<file path="src/sv/sts_pkg.sv">
`timescale 1ns / 1ps
// ----------------------------------------------------------------------------
// sts_pkg
// types and constants shared by the token scanner and its checker
// ----------------------------------------------------------------------------
package sts_pkg;

	typedef enum logic [2:0] {
		M_IDLE   = 3'd0,
		M_INT    = 3'd1,
		M_FRAC   = 3'd2,
		M_WORD   = 3'd3,
		M_IDENT  = 3'd4,
		M_STRING = 3'd5
	} mode_t;

	localparam logic [5:0] K_EOF     = 6'd0;
	localparam logic [5:0] K_ERROR   = 6'd1;
	localparam logic [5:0] K_INT     = 6'd2;
	localparam logic [5:0] K_FLOAT   = 6'd3;
	localparam logic [5:0] K_IDENT   = 6'd4;
	localparam logic [5:0] K_STRING  = 6'd5;
	localparam logic [5:0] K_NEWLINE = 6'd45;
	localparam logic [5:0] K_MAX     = 6'd45;

	localparam int unsigned TOKEN_BITS = 6 + 16 + 16 + 16;

	typedef struct packed {
		logic [15:0] line_number;
		logic [15:0] token_len;
		logic [15:0] start_pos;
		logic [5:0]  token_kind;
	} token_t;

	function automatic logic is_digit(input logic [7:0] c);
		return (c >= 8'h30) && (c <= 8'h39);
	endfunction

	function automatic logic is_letter(input logic [7:0] c);
		return ((c >= 8'h61) && (c <= 8'h7a)) || ((c >= 8'h41) && (c <= 8'h5a))
			|| (c == 8'h5f);
	endfunction

	function automatic logic [5:0] single_op(input logic [7:0] c);
		logic [5:0] k;
		unique case (c)
			8'h28: k = 6'd22;
			8'h29: k = 6'd23;
			8'h7b: k = 6'd24;
			8'h7d: k = 6'd25;
			8'h2e: k = 6'd26;
			8'h2b: k = 6'd27;
			8'h2d: k = 6'd28;
			8'h2a: k = 6'd29;
			8'h2f: k = 6'd30;
			8'h3b: k = 6'd31;
			8'h3a: k = 6'd32;
			8'h2c: k = 6'd33;
			8'h21: k = 6'd35;
			8'h3d: k = 6'd37;
			8'h3e: k = 6'd40;
			8'h3c: k = 6'd43;
			8'h09: k = 6'd44;
			default: k = 6'd0;
		endcase
		return k;
	endfunction

	function automatic logic [5:0] double_op(input logic [7:0] p, input logic [7:0] c);
		logic [5:0] k;
		k = 6'd0;
		if (p == 8'h21 && c == 8'h3d) k = 6'd34;
		if (p == 8'h3d && c == 8'h3d) k = 6'd36;
		if (p == 8'h3e && c == 8'h3d) k = 6'd38;
		if (p == 8'h3e && c == 8'h3e) k = 6'd39;
		if (p == 8'h3c && c == 8'h3d) k = 6'd41;
		if (p == 8'h3c && c == 8'h3c) k = 6'd42;
		return k;
	endfunction

	// word packed with first letter in the lowest byte
	function automatic logic [5:0] keyword_kind(input logic [63:0] w, input logic [3:0] n);
		logic [5:0] k;
		k = 6'd0;
		unique case (n)
			4'd2: if (w[15:0] == "fi") k = 6'd7;
			4'd3: begin
				if (w[23:0] == "tni") k = 6'd6;
				else if (w[23:0] == "fed") k = 6'd12;
				else if (w[23:0] == "rof") k = 6'd15;
			end
			4'd4: begin
				if (w[31:0] == "loob") k = 6'd8;
				else if (w[31:0] == "rahc") k = 6'd10;
				else if (w[31:0] == "esle") k = 6'd14;
				else if (w[31:0] == "eurt") k = 6'd17;
			end
			4'd5: begin
				if (w[39:0] == "kaerb") k = 6'd9;
				else if (w[39:0] == "taolf") k = 6'd16;
				else if (w[39:0] == "eslaf") k = 6'd17;
				else if (w[39:0] == "elihw") k = 6'd21;
			end
			4'd6: begin
				if (w[47:0] == "elbuod") k = 6'd13;
				else if (w[47:0] == "nruter") k = 6'd18;
				else if (w[47:0] == "gnirts") k = 6'd19;
				else if (w[47:0] == "tcurts") k = 6'd20;
			end
			4'd8: if (w == "eunitnoc") k = 6'd11;
			default: k = 6'd0;
		endcase
		return k;
	endfunction

endpackage

</file>
<file path="src/sv/source_token_scanner.sv">
`timescale 1ns / 1ps
// ----------------------------------------------------------------------------
// source_token_scanner
// byte-serial lexical scanner emitting kind, offset, length and line per token
// ----------------------------------------------------------------------------
// channel  dir  fields
// s_axis   in   tdata: char_byte[7:0]; tuser: end_of_text
// m_axis   out  tdata: token_kind, start_pos, token_len, line_number; tlast
//
// one byte per cycle; a byte yields up to two tokens, held in a two-entry
// output queue, and the next byte is taken once the queue has room for two.
// scanner state updates in the cycle the byte is accepted.
// arst_n clears all control state; the line counter restarts at one.
// end of text flushes a pending token, emits eof and returns to reset state.
// ----------------------------------------------------------------------------
module source_token_scanner #(
	parameter int POSITION_BITS = 16,
	parameter int KEYWORD_CHARS = 8
) (
	input  logic        clk,
	input  logic        arst_n,
	input  logic        s_axis_tvalid,
	output logic        s_axis_tready,
	input  logic [7:0]  s_axis_tdata,   // char_byte[7:0]
	input  logic        s_axis_tuser,   // end_of_text
	output logic        m_axis_tvalid,
	input  logic        m_axis_tready,
	output logic [55:0] m_axis_tdata,   // token_kind[5:0], start_pos[21:6],
	                                    // token_len[37:22], line_number[53:38]
	output logic        m_axis_tlast
);

	localparam int CNT_BITS = $clog2(KEYWORD_CHARS + 2);
	localparam logic [POSITION_BITS-1:0] POS_MAX = '1;

	sts_pkg::mode_t mode_q, mode_d;
	logic [7:0] letters_q [KEYWORD_CHARS];
	logic [CNT_BITS-1:0] count_q, count_d;
	logic [POSITION_BITS-1:0] pos_q, begin_q, begin_d;
	logic [15:0] line_q, line_d;
	logic [7:0] pend_q, pend_d;
	logic halt_q, halt_d;
	logic wr_letter;
	logic [CNT_BITS-1:0] wr_idx;

	sts_pkg::token_t tok [2];
	logic [1:0] ntok;

	sts_pkg::token_t q_tok [2];
	logic q_last [2];
	logic [1:0] q_cnt;

	logic acc, pop;
	logic [7:0] c;
	logic eot;
	logic [POSITION_BITS-1:0] run;
	logic [63:0] word;
	logic [5:0] kw;

	assign c = s_axis_tdata;
	assign eot = s_axis_tuser;
	assign run = pos_q - begin_q;
	assign s_axis_tready = (q_cnt == 2'd0) || (q_cnt == 2'd1 && pop);
	assign acc = s_axis_tvalid && s_axis_tready;
	assign pop = m_axis_tvalid && m_axis_tready;

	always_comb begin
		word = '0;
		for (int i = 0; i < 8; i++) begin
			if (i < KEYWORD_CHARS) word[i*8 +: 8] = letters_q[i];
		end
		if (count_q > CNT_BITS'(KEYWORD_CHARS) || count_q > CNT_BITS'(8))
			kw = 6'd0;
		else
			kw = sts_pkg::keyword_kind(word, 4'(count_q));
	end

	function automatic logic [15:0] sat(input logic [POSITION_BITS:0] v);
		return (v > (POSITION_BITS+1)'(16'hffff)) ? 16'hffff : 16'(v);
	endfunction

	always_comb begin
		logic rescan;
		logic [5:0] k;
		mode_d = mode_q;
		count_d = count_q;
		begin_d = begin_q;
		line_d = line_q;
		pend_d = pend_q;
		halt_d = halt_q;
		wr_letter = 1'b0;
		wr_idx = count_q;
		ntok = 2'd0;
		rescan = 1'b0;
		k = 6'd0;
		for (int i = 0; i < 2; i++) tok[i] = '0;
		if (eot) begin
			if (!halt_q) begin
				if (pend_q != 8'd0) begin
					tok[0] = {line_q, 16'd1, sat({1'b0, begin_q}),
						sts_pkg::single_op(pend_q)};
					ntok = 2'd1;
				end else if (mode_q != sts_pkg::M_IDLE) begin
					unique case (mode_q)
						sts_pkg::M_INT:    k = sts_pkg::K_INT;
						sts_pkg::M_FRAC:   k = sts_pkg::K_FLOAT;
						sts_pkg::M_WORD:   k = (kw != 6'd0) ? kw : sts_pkg::K_IDENT;
						sts_pkg::M_IDENT:  k = sts_pkg::K_IDENT;
						default:           k = sts_pkg::K_ERROR;
					endcase
					tok[0] = {line_q, sat({1'b0, run}), sat({1'b0, begin_q}), k};
					ntok = 2'd1;
				end
			end
			tok[ntok[0]] = {line_q, 16'd0, sat({1'b0, pos_q}), sts_pkg::K_EOF};
			ntok = ntok + 2'd1;
			mode_d = sts_pkg::M_IDLE;
			count_d = '0;
			begin_d = '0;
			line_d = 16'd1;
			pend_d = 8'd0;
			halt_d = 1'b0;
		end else if (!halt_q) begin
			if (pend_q != 8'd0) begin
				k = sts_pkg::double_op(pend_q, c);
				if (k != 6'd0) begin
					tok[0] = {line_q, 16'd2, sat({1'b0, begin_q}), k};
				end else begin
					tok[0] = {line_q, 16'd1, sat({1'b0, begin_q}),
						sts_pkg::single_op(pend_q)};
					rescan = 1'b1;
				end
				ntok = 2'd1;
				pend_d = 8'd0;
			end else begin
				unique case (mode_q)
					sts_pkg::M_INT: begin
						if (c == 8'h2e) mode_d = sts_pkg::M_FRAC;
						else if (!sts_pkg::is_digit(c)) begin
							tok[0] = {line_q, sat({1'b0, run}), sat({1'b0, begin_q}),
								sts_pkg::K_INT};
							ntok = 2'd1;
							rescan = 1'b1;
						end
					end
					sts_pkg::M_FRAC: begin
						if (!sts_pkg::is_digit(c)) begin
							tok[0] = {line_q, sat({1'b0, run}), sat({1'b0, begin_q}),
								sts_pkg::K_FLOAT};
							ntok = 2'd1;
							rescan = 1'b1;
						end
					end
					sts_pkg::M_WORD: begin
						if (sts_pkg::is_letter(c)) begin
							wr_letter = count_q < CNT_BITS'(KEYWORD_CHARS);
							if (count_q <= CNT_BITS'(KEYWORD_CHARS))
								count_d = count_q + 1'b1;
						end else if (sts_pkg::is_digit(c) && kw == 6'd0) begin
							mode_d = sts_pkg::M_IDENT;
						end else begin
							tok[0] = {line_q, sat({1'b0, run}), sat({1'b0, begin_q}),
								(kw != 6'd0) ? kw : sts_pkg::K_IDENT};
							ntok = 2'd1;
							rescan = 1'b1;
						end
					end
					sts_pkg::M_IDENT: begin
						if (!sts_pkg::is_letter(c) && !sts_pkg::is_digit(c)) begin
							tok[0] = {line_q, sat({1'b0, run}), sat({1'b0, begin_q}),
								sts_pkg::K_IDENT};
							ntok = 2'd1;
							rescan = 1'b1;
						end
					end
					sts_pkg::M_STRING: begin
						if (c == 8'h22 || c == 8'h20 || c == 8'h0a) begin
							tok[0] = {line_q, sat({1'b0, run} + 1'b1),
								sat({1'b0, begin_q}),
								(c == 8'h22) ? sts_pkg::K_STRING : sts_pkg::K_ERROR};
							ntok = 2'd1;
							mode_d = sts_pkg::M_IDLE;
							halt_d = (c != 8'h22);
						end
					end
					default: rescan = 1'b1;
				endcase
			end
			if (rescan) begin
				mode_d = sts_pkg::M_IDLE;
				if (c != 8'h20) begin
					begin_d = pos_q;
					priority if (sts_pkg::is_digit(c)) begin
						mode_d = sts_pkg::M_INT;
					end else if (sts_pkg::is_letter(c)) begin
						wr_letter = 1'b1;
						wr_idx = '0;
						count_d = CNT_BITS'(1);
						mode_d = sts_pkg::M_WORD;
					end else if (c == 8'h22) begin
						mode_d = sts_pkg::M_STRING;
					end else if (c == 8'h21 || c == 8'h3d || c == 8'h3c || c == 8'h3e) begin
						pend_d = c;
					end else if (c == 8'h0a) begin
						if (line_q != 16'hffff) line_d = line_q + 16'd1;
						tok[ntok[0]] = {line_d, 16'd1, sat({1'b0, pos_q}),
							sts_pkg::K_NEWLINE};
						ntok = ntok + 2'd1;
					end else if (sts_pkg::single_op(c) != 6'd0) begin
						tok[ntok[0]] = {line_q, 16'd1, sat({1'b0, pos_q}),
							sts_pkg::single_op(c)};
						ntok = ntok + 2'd1;
					end else begin
						tok[ntok[0]] = {line_q, 16'd1, sat({1'b0, pos_q}),
							sts_pkg::K_ERROR};
						ntok = ntok + 2'd1;
						halt_d = 1'b1;
					end
				end
			end
		end
	end

	always_ff @(posedge clk or negedge arst_n) begin
		if (!arst_n) begin
			mode_q <= sts_pkg::M_IDLE;
			count_q <= '0;
			pos_q <= '0;
			begin_q <= '0;
			line_q <= 16'd1;
			pend_q <= 8'd0;
			halt_q <= 1'b0;
		end else if (acc) begin
			mode_q <= mode_d;
			count_q <= count_d;
			begin_q <= begin_d;
			line_q <= line_d;
			pend_q <= pend_d;
			halt_q <= halt_d;
			if (eot) pos_q <= '0;
			else if (pos_q != POS_MAX) pos_q <= pos_q + 1'b1;
		end
	end

	always_ff @(posedge clk) begin
		if (acc && !eot && wr_letter)
			letters_q[wr_idx[$clog2(KEYWORD_CHARS)-1:0]] <= c;
	end

	// two-entry output queue; entry 0 is the head
	always_ff @(posedge clk or negedge arst_n) begin
		if (!arst_n) begin
			q_cnt <= 2'd0;
		end else begin
			q_cnt <= q_cnt - {1'b0, pop} + (acc ? ntok : 2'd0);
		end
	end

	always_ff @(posedge clk) begin
		logic [1:0] base;
		base = q_cnt - {1'b0, pop};
		if (pop && q_cnt == 2'd2) begin
			q_tok[0] <= q_tok[1];
			q_last[0] <= q_last[1];
		end
		if (acc) begin
			for (int i = 0; i < 2; i++) begin
				if (2'(i) < ntok) begin
					q_tok[base[0] + i[0]] <= tok[i];
					q_last[base[0] + i[0]] <= (2'(i) == ntok - 2'd1);
				end
			end
		end
	end

	assign m_axis_tvalid = q_cnt != 2'd0;
	assign m_axis_tdata = {2'b00, q_tok[0]};
	assign m_axis_tlast = q_last[0];

endmodule

</file>
<file path="config.mk">
export PLATFORM = sky130hd
export DESIGN_NAME = source_token_scanner
export DESIGN_NICKNAME = d
export VERILOG_FILES = /design/src/sv/sts_pkg.sv /design/src/sv/source_token_scanner.sv
export SDC_FILE = /design/constraint.sdc
export NUM_CORES = 1
export LEC_CHECK = 0
export ABC_AREA = 1
export BUFFER_PORTS_ARGS = -buffer_cell sky130_fd_sc_hd__buf_4
export CORE_ASPECT_RATIO = 2
export CORE_MARGIN = 2
export CORE_UTILIZATION = 55
export DETAILED_ROUTE_END_ITERATION = 10
export GPL_ROUTABILITY_DRIVEN = 0
export PLACE_DENSITY = 0.73
export RECOVER_POWER = 100
export SYNTH_ARGS = -nofsm -noshare
export SYNTH_HDL_FRONTEND = slang
export SYNTH_SLANG_ARGS = --single-unit
</file>
<file path="constraint.sdc">
create_clock -name clk -period 8.7 [get_ports clk]
set_input_delay 1.74 -clock clk [delete_from_list [all_inputs] [get_ports clk]]
set_output_delay 1.74 -clock clk [all_outputs]
set_load 0.02 [all_outputs]
</file>
==> results.json, run 1 <==
{
  "hold_class": "reg2reg",
  "finClkSkew_ps": 32.2,
  "drcViolationCount": 0,
  "ys_seq_area_share_pct": 40.0,
  "hold_viol": 0,
  "tightest_slew_ps": 4130,
  "cts_max_level": 1,
  "clockBufferDepth": 3,
  "num_rows": 91,
  "pwr-share-clk_pct": 19.5,
  "period_minus_slack_ps": 7460,
  "min_from": "pend_q[6]$_DFFE_PN0P_",
  "cts_made_buffers": 23,
  "p_seq_share_pct": 29.7,
  "start_kind": "primary input",
  "r2r_cells": 24,
  "tritoncts": "yes",
  "ys_ff_latch": 240,
  "netlist-cell-type-count": 57,
  "reg2reg_slack_ps": 2490,
  "hpwl_um": 40500,
  "grt_first_pass_wirelength_um": 88900,
  "die_x_um": 129,
  "cts_root_buffer": "clkbuf_16",
  "holdBufCountCts": 0,
  "status": "finished with violations",
  "vdd_drop_max_mv": 0.183,
  "io_pins": 72,
  "pwr-share-comb_pct": 50.8,
  "post_cts_buffers": 0,
  "dieArea_sq_mm": 0.0328,
  "min_to": "pend_q[6]$_DFFE_PN0P_",
  "cts.reportedPaths.clkPinSlew_ps": 70,
  "ant_nets": 0,
  "grt_overflow_total": 0,
  "clk_latency_ps": 560,
  "relSlewSlack_pct": -175,
  "synthesis.area_sq_mm": 0.0172,
  "initial_utilization_pct": 55.7,
  "final_net_count": 2560,
  "violations": "capacitance limit, slew limit",
  "ys_dominant_reg_cell": "edfxtp_1",
  "final_max_slew_viol_count": 221,
  "final_cell_mix": "nand2_1 (733), nor2_1 (348), inv_1 (341), nand3_1 (226), edfxtp_1 (174)",
  "drive_above_1_share_pct": 4.06,
  "avgViaCountPerCell": 5.92,
  "area_growth_pct": 7.30,
  "swShare_pct": 48.2,
  "grt_usage_pct": 35.3,
  "totalWireLength_um": 57600,
  "setup_tns_ps": 0,
  "synth_edf_count": 174,
  "drt-initial-drc-count": 1315,
  "end_kind": "flop",
  "power_mw": 5.69,
  "cts_resized": 0,
  "reg2reg_to": "q_tok[0][31]$_SDFFCE_PP0P_",
  "reg2reg_from": "letters_q[0][0]$_DFFE_PP_",
  "first_pass_iters": 6,
  "vias": 17500,
  "whs_path_depth": 2,
  "yosysWarnings": 0,
  "max_stage_delay_ps": 1260,
  "period_share_pct": 85.7,
  "async_flop_share_pct": 27.5,
  "grt_max_degree": 67,
  "num_antenna_cells": 0,
  "fillers": 3004,
  "leakagePower_nw": 8.33,
  "worst_path_max_delay_cell": "nor2_1",
  "setup_viol": 0,
  "antenna_found_initial": 0,
  "p_int_mw": 2.95,
  "cts_sinks": 240,
  "port_buffers": 69,
  "rsz0062_at_grt": "false",
  "core_sq_mm": 0.0309,
  "required_ps": 8690,
  "pwr_density_cell_mw_per_mm2": 308,
  "criticalPathCategory": "in2reg",
  "drv_cap": 5,
  "fmax_mhz": 134,
  "cp_max_fo": 55,
  "crit_chain": "clkbuf_1, nor2_1, nand2_1, nor2_1, buf_4, inv_1, nand2_1, nor2_1, inv_1, nand2_1, nand4_1, nor2_1, nand2_1, nand3_1, nand2_2, nand2_1, nand2_4, nand2_1, nand3_4",
  "wl_per_cell_um": 19.5,
  "p_switching_mw": 2.74,
  "first_global_vias": 17000,
  "arrival_ps": 7450,
  "die_h_um": 254,
  "critPathMostFrequentCell": "nand2_1",
  "setup_ws_ps": 1240,
  "avgSynthCellArea_sq_um": 6.89,
  "pre_cts_ws_ps": 1780,
  "syn_inst": 2495,
  "final_common_cell": "nand2_1"
}
## cell usage after synthesis (all sizes together), types with 5 or more instances
cell type / number / area share, %
nand2: 745 / 17
nor2: 360 / 8.2
inv: 358 / 7.8
nand3: 232 / 7.0
edfxtp: 174 / 30
o21ai: 104 / 3.0
dfrtp: 65 / 9.5
a21oi: 64 / 1.9
nor3: 64 / 1.9
nand4: 57 / 2.2
buf: 55 / 1.9
o22ai: 43 / 1.6
ha: 26 / 1.9
clkbuf: 25 / 0.55
xor2: 21 / 1.1
o32ai: 18 / 0.92
a31oi: 15 / 0.55
nor4: 14 / 0.51
a22oi: 7 / 0.31
a21boi: 6 / 0.26
o211ai: 5 / 0.22
## power groups by stage
stage               Sequential [mW]  Combinational [mW]  Clock, mW
floorplan                      1.84                2.00          0
global placement               1.71                2.88          0
detailed placement             1.71                2.92          0
CTS                            1.69                2.94       1.11
global route                   1.71                3.21       1.16
finish                         1.69                2.89       1.11
## state kept, by name (all words and copies together), names as in the netlist
signal and cells:
begin_q 16, pend_q 8, q_tok 108, line_q 16, q_last 2, count_q 4, letters_q 64, pos_q 16
mode_q 3, halt_q 1, q_cnt 2
## how the worst max path moves through the flow
stage,to,slack [ps],start
2_1_floorplan,q_last[1]$_DFFE_PP_,320,s_axis_tdata[6]
3_3_place_gp,q_tok[0][29]$_SDFFCE_PP0P_,1860,s_axis_tdata[1]
3_5_place_dp,q_tok[0][30]$_SDFFCE_PP0P_,1780,s_axis_tdata[1]
4_1_cts,q_tok[0][34]$_SDFFCE_PP0P_,2320,s_axis_tdata[1]
5_1_grt,q_tok[0][34]$_SDFFCE_PP0P_,970,s_axis_tdata[0]
6_report,q_tok[0][31]$_SDFFCE_PP0P_,1240,s_axis_tdata[4]
## layout make-up
type | instances | area (sq um) | area share [%]
inverters | 360 | 1350 | 7.32
clock buffers | 27 | 591 | 3.20
multi-input cells | 1816 | 8570 | 46.5
repair buffers | 79 | 332 | 1.80
clock inverters | 14 | 208 | 1.13
well taps | 418 | 523 | 2.83
flip-flops and latches | 240 | 6880 | 37.3
## metal layers
layer | track usage (%) | up-vias | share of wire [%] | wire length (um)
met2 | 62.6 | 878 | 50 | 29000
met4 | 31.1 | 2 | 10 | 6000
met1 | 33.8 | 8032 | 32 | 18300
met5 | 1.75 | - | 0.12 | 68
li1 | - | 8231 | - | -
met3 | 7.05 | 340 | 7.2 | 4150
## critical path: cells and delay by family
family                 cells  cell delay (ps)
AND/OR/NAND/NOR           15             4120
buffers and inverters      4             1550
## through the flow
stage | cells | hold WS (ps) | area, sq um | utilization [%]
finish | 2954 | 507 | 18500 | 59.8
global route | 2954 | 524 | 18500 | 59.8
CTS | 2954 | 513 | 18700 | 60.7
detailed placement | 2913 | 493 | 17900 | 58.1
global placement | 2913 | 472 | 17900 | 58.1
floorplan | 2496 | 459 | 17200 | -
## logic make-up (layout without fill, tap and decap cells)
group	after synthesis	count (layout)	synth area share, %
adders and majority gates	27	27	2.01
xor gates and xnor gates	22	22	1.12
DFF	240	240	40.0
other	1	2	0.0218
buffers and inverters	440	480	10.3
and+or+nand+nor	1482	1482	36.8
AOI/OAI and AO/OA	283	283	9.73
Note: power is estimated with default switching activity, not from simulation.
==> run 2: changes to the inputs <==
CORE_ASPECT_RATIO = 1.25   (was 2)
==> run 2 against run 1 <==
  * The run still ends with capacitance limit, slew limit left
  * Cell count shrank 0.20%
  * Register-to-register slack got worse by 40 ps
  * Final area barely moved
  * Fmax increased by 0.57%
  * Via count decreased by 0.61%
==> results.json, run 2 (synthesized netlist as in run 1, its figures left out) <==
{
  "cp_num_buf_inv": 8,
  "holdBufCountCts": 0,
  "die_h_um": 202,
  "hpwl_um": 36100,
  "start_kind": "primary input",
  "whs_path_depth": 2,
  "cts_max_level": 1,
  "finClkSkew_ps": 29.4,
  "num_antenna_cells": 0,
  "vias": 17400,
  "drive_above_1_share_pct": 3.97,
  "multi_input_area_sq_mm": 0.00854,
  "pre_cts_ws_ps": 1840,
  "setup_ws_ps": 1280,
  "arrival_ps": 7670,
  "final_net_count": 2561,
  "num_rows": 72,
  "cp_top_family": "simple AND/OR/NAND/NOR gates",
  "die_x_um": 162,
  "cts.reportedPaths.clkPinSlew_ps": 60,
  "critPathCapture": "q_tok[1][25]$_SDFFCE_PP0P_",
  "first_pass_iters": 7,
  "hold_viol": 0,
  "fmax_mhz": 135,
  "grt_usage_pct": 32.0,
  "violations": "capacitance limit, slew limit",
  "cp_num_cells": 26,
  "core_sq_mm": 0.0309,
  "grt_max_degree": 67,
  "reg2reg_slack_ps": 2450,
  "cts_root_buffer": "clkbuf_16",
  "cts_made_buffers": 26,
  "max_stage_delay_ps": 1140,
  "fillers": 2907,
  "reg2reg_to": "q_tok[1][25]$_SDFFCE_PP0P_",
  "avgViaCountPerCell": 5.89,
  "hold_class": "reg2reg",
  "crit_start": "s_axis_tdata[0]",
  "r2r_cells": 27,
  "drcViolationCount": 0,
  "final_max_slew_viol_count": 107,
  "period_minus_slack_ps": 7420,
  "drv_cap": 2,
  "post_cts_buffers": 0,
  "cp_max_fo": 54,
  "top_register": "q_tok",
  "period_share_pct": 85.2,
  "first_global_vias": 16700,
  "setup_viol": 0,
  "regArea_sq_mm": 0.00688,
  "antenna_found_initial": 0,
  "area_growth_pct": 7.39,
  "final_cell_mix": "nand2_1 (736), nor2_1 (348), inv_1 (340), nand3_1 (226), edfxtp_1 (174)",
  "tritoncts": "yes",
  "vdd_drop_max_mv": 0.156,
  "cts_sinks": 240,
  "cts_resized": 0,
  "required_ps": 8950,
  "largest_reg_flops": 108,
  "clockBufferDepth": 3,
  "criticalPathCategory": "in2reg",
  "dieArea_sq_mm": 0.0327,
  "wl_per_cell_um": 17.9,
  "final_util_pct": 59.8,
  "rsz0062_at_grt": "false",
  "clk_latency_ps": 570,
  "initial_utilization_pct": 55.7,
  "tightest_slew_ps": 3960,
  "totalWireLength_um": 52700,
  "worst_path_max_delay_cell": "nand2_2",
  "grt_overflow_total": 0,
  "final_common_cell": "nand2_1",
  "port_buffers": 69,
  "ant_nets": 0,
  "grt_first_pass_wirelength_um": 84000,
  "reg2reg_from": "count_q[0]$_DFFE_PN0P_",
  "min_from": "pend_q[6]$_DFFE_PN0P_",
  "hold_ws_ps": 509,
  "status": "finished with violations",
  "relSlewSlack_pct": -164,
  "drt-initial-drc-count": 1966,
  "end_kind": "flop",
  "leakagePower_nw": 8.35,
  "setup_tns_ps": 0,
  "pwr_density_cell_mw_per_mm2": 306,
  "io_pins": 72
}
-- run 2: routing by layer --
layer | track usage (%) | routed length, um | share of wire, % | vias to the layer above
met5 | 0 | 0 | 0 | -
met4 | 19.6 | 3440 | 6.5 | 0
met3 | 4.45 | 4370 | 8.3 | 250
met2 | 55.3 | 25400 | 48 | 936
met1 | 37.5 | 19500 | 37 | 7969
li1 | - | - | - | 8221
-- run 2: area by class of cell --
| type | count | area share (%) |
|---|---|---|
| clock buffers | 37 | 3.96 |
| clock inverters | 11 | 0.765 |
| inverters | 360 | 7.32 |
| multi-input cells | 1816 | 46.2 |
| flip-flops and latches | 240 | 37.2 |
| well taps | 407 | 2.76 |
| repair buffers | 77 | 1.75 |
-- run 2: worst reg2reg max path: stages, from the launching register on --
cell and delay (ps):
dfrtp_1 490, inv_1 130, ha_1 210, inv_1 80, nor3_1 70, nand3_1 110
nor2_1 50, nand3_1 160, nand2_1 70, nor2_1 110, nand2_1 100, nor2_1 200
nand3_2 140, nand3_2 100, nand4_1 150, clkinv_1 80, nand2_1 600, ha_1 500
nand3_1 80, nor2_1 50, nand2_2 170, nand2_1 110, inv_1 130, nand3_4 430
nand2_2 1140, nand2_1 230, nand2_1 190, nor2_1 60
-- run 2: metrics by stage --
step                std cells  cell area [sq um]  power, mW
finish                   2948              18500       5.66
global route             2948              18500       6.04
floorplan                2496              17200       3.84
global placement         2900              17900       4.52
detailed placement       2900              17900       4.58
CTS                      2948              18800       5.73
-- run 2: worst min-delay path by stage --
stage	end	slack (ps)
after CTS	pend_q[6]$_DFFE_PN0P_	500
final	pend_q[6]$_DFFE_PN0P_	510
after global placement	pend_q[6]$_DFFE_PN0P_	480
after detailed placement	pend_q[6]$_DFFE_PN0P_	490
after global routing	pend_q[7]$_DFFE_PN0P_	530
after floorplan	pend_q[6]$_DFFE_PN0P_	460
-- run 2: where the power goes --
group / switching, mW / internal [mW]
clock: 0.465 / 0.674
sequential: 0.0893 / 1.59
combinational: 2.13 / 0.715
total: 2.68 / 2.98
==> run 3: changes to the inputs <==
CORE_UTILIZATION = 45   (was 55)
PLACE_DENSITY = 0.62   (was 0.73)
==> run 3 against run 2 <==
  * The flow still finishes with violations (capacitance limit, slew limit)
  * Fmax grew 5.2%
  * Wire length up 6.3%
  * Critical path type unchanged
  * Power is 0.79% higher
==> results.json, run 3 (synthesized netlist as in run 1, its figures left out) <==
{
  "status": "finished with violations",
  "violations": "capacitance limit, slew limit",
  "avgViaCountPerCell": 5.67,
  "final_net_count": 2567,
  "hold_viol": 0,
  "tightest_slew_ps": 3860,
  "tritoncts": "yes",
  "ant_nets": 0,
  "largest_reg_flops": 108,
  "io_pins": 72,
  "reg2reg_slack_ps": 2800,
  "fmax_mhz": 142,
  "drcViolationCount": 0,
  "post_cts_buffers": 0,
  "clockBufferDepth": 3,
  "p_seq_share_pct": 29.5,
  "wl_per_cell_um": 18.4,
  "setup_viol": 0,
  "drt-initial-drc-count": 1607,
  "hpwl_um": 40400,
  "final_max_slew_viol_count": 138,
  "period_minus_slack_ps": 7050,
  "grt_max_degree": 62,
  "leakagePower_nw": 8.36,
  "criticalPathCategory": "in2reg",
  "arrival_ps": 7250,
  "cts_root_buffer": "clkbuf_16",
  "swShare_pct": 48.2,
  "fillers": 3862,
  "area_growth_pct": 8.13,
  "cts_resized": 0,
  "die_x_um": 179,
  "pwr-share-comb_pct": 50.8,
  "final_cell_mix": "nand2_1 (736), nor2_1 (348), inv_1 (341), nand3_1 (226), edfxtp_1 (174)",
  "grt_overflow_total": 0,
  "totalWireLength_um": 56000,
  "vdd_drop_max_mv": 0.173,
  "setup_tns_ps": 0,
  "rsz0062_at_grt": "false",
  "dieArea_sq_mm": 0.0398,
  "final_common_cell": "nand2_1",
  "first_global_vias": 16500,
  "holdBufCountCts": 0,
  "die_h_um": 223,
  "initial_utilization_pct": 45.3,
  "p_int_mw": 2.95,
  "cts_max_level": 1,
  "antenna_found_initial": 1,
  "num_rows": 80,
  "core_sq_mm": 0.0379,
  "vias": 17200,
  "drive_above_1_share_pct": 4.05,
  "grt_usage_pct": 28.0,
  "power_mw": 5.70,
  "p_switching_mw": 2.75,
  "cp_max_fo": 47,
  "drv_cap": 3,
  "max_stage_delay_ps": 680,
  "worst_path_max_delay_cell": "nand2_1",
  "cts.reportedPaths.clkPinSlew_ps": 60,
  "grt_first_pass_wirelength_um": 87100,
  "finClkSkew_ps": 24.3,
  "pwr_density_cell_mw_per_mm2": 307,
  "cts_made_buffers": 26,
  "end_kind": "flop",
  "start_kind": "primary input",
  "first_pass_iters": 6,
  "hold_class": "reg2reg",
  "critPathMostFrequentCell": "nor2_1",
  "pwr-share-clk_pct": 19.8,
  "required_ps": 8900,
  "clk_latency_ps": 570,
  "period_share_pct": 81.0,
  "top_register": "q_tok",
  "relSlewSlack_pct": -157,
  "cts_sinks": 240,
  "port_buffers": 69
}
## run 3: cell types whose count changed in the layout (fill, tap and decap cells not counted), moves of 2 or more
cell / change
bufinv_16: -2
clkbuf_1: +3
buf_4: +2
clkbuf_16: +3
clkinvlp_4: +2
clkbuf_8: -3
## run 3: worst max-delay path, delay by kind of cell
family / cells / cell delay [ps]
buffers and inverters: 10 / 2450
adders and majority gates: 1 / 270
and+or+nand+nor: 15 / 2700
## run 3: stage by stage
step           worst slack (ps)  instances  area [sq um]  utilization (%)  hold slack, ps
6_report                   1650       3039         18600             49.0             493
5_1_grt                    1150       3039         18600             49.0             530
4_1_cts                    2720       3038         18900             49.8             497
3_5_place_dp               2150       2991         18000             47.5             482
3_3_place_gp               2210       2991         18000             47.5             474
2_1_floorplan               318       2496         17200                -             459
## run 3: layer usage
metal,up-vias,GRT usage [%],part of all wire [%]
li1,8244,-,-
met1,8049,33.0,38
met2,778,49.7,50
met3,160,2.84,6.5
met4,0,14.3,5.4
met5,-,0,0
## run 3: power by group through the flow
stage / Clock, mW / Sequential, mW / Combinational [mW]
floorplan: 0 / 1.84 / 2.00
global placement: 0 / 1.70 / 2.90
detailed placement: 0 / 1.71 / 2.95
CTS: 1.14 / 1.69 / 2.96
global route: 1.18 / 1.70 / 3.22
finish: 1.13 / 1.68 / 2.90
## run 3: layout make-up
| type | count | area, sq um | share of cell area [%] |
|---|---|---|---|
| Multi-Input combinational cell | 1816 | 8530 | 45.9 |
| Clock inverter | 12 | 106 | 0.572 |
| Tap cell | 492 | 616 | 3.31 |
| Clock buffer | 35 | 758 | 4.08 |
| Inverter | 360 | 1350 | 7.27 |
| Sequential cell | 240 | 6880 | 37.0 |
| Antenna cell | 1 | 2.50 | 0.0135 |
| Timing Repair Buffer | 83 | 353 | 1.90 |
## run 3: final timing paths
| path | startpoint | to | depth (start not counted) |
|---|---|---|---|
| min | pend_q[6]$_DFFE_PN0P_ | pend_q[6]$_DFFE_PN0P_ | 2 |
| max in group asynchronous | arst_n | pos_q[6]$_DFFE_PN0P_ | 2 |
| min reg2reg | pend_q[6]$_DFFE_PN0P_ | pend_q[6]$_DFFE_PN0P_ | 2 |
| min in group asynchronous | arst_n | line_q[1]$_DFFE_PN0P_ | 1 |
| max reg2reg | count_q[1]$_DFFE_PN0P_ | q_tok[0][23]$_SDFFCE_PP0P_ | 26 |
| max | s_axis_tdata[1] | q_tok[0][23]$_SDFFCE_PP0P_ | 26 |
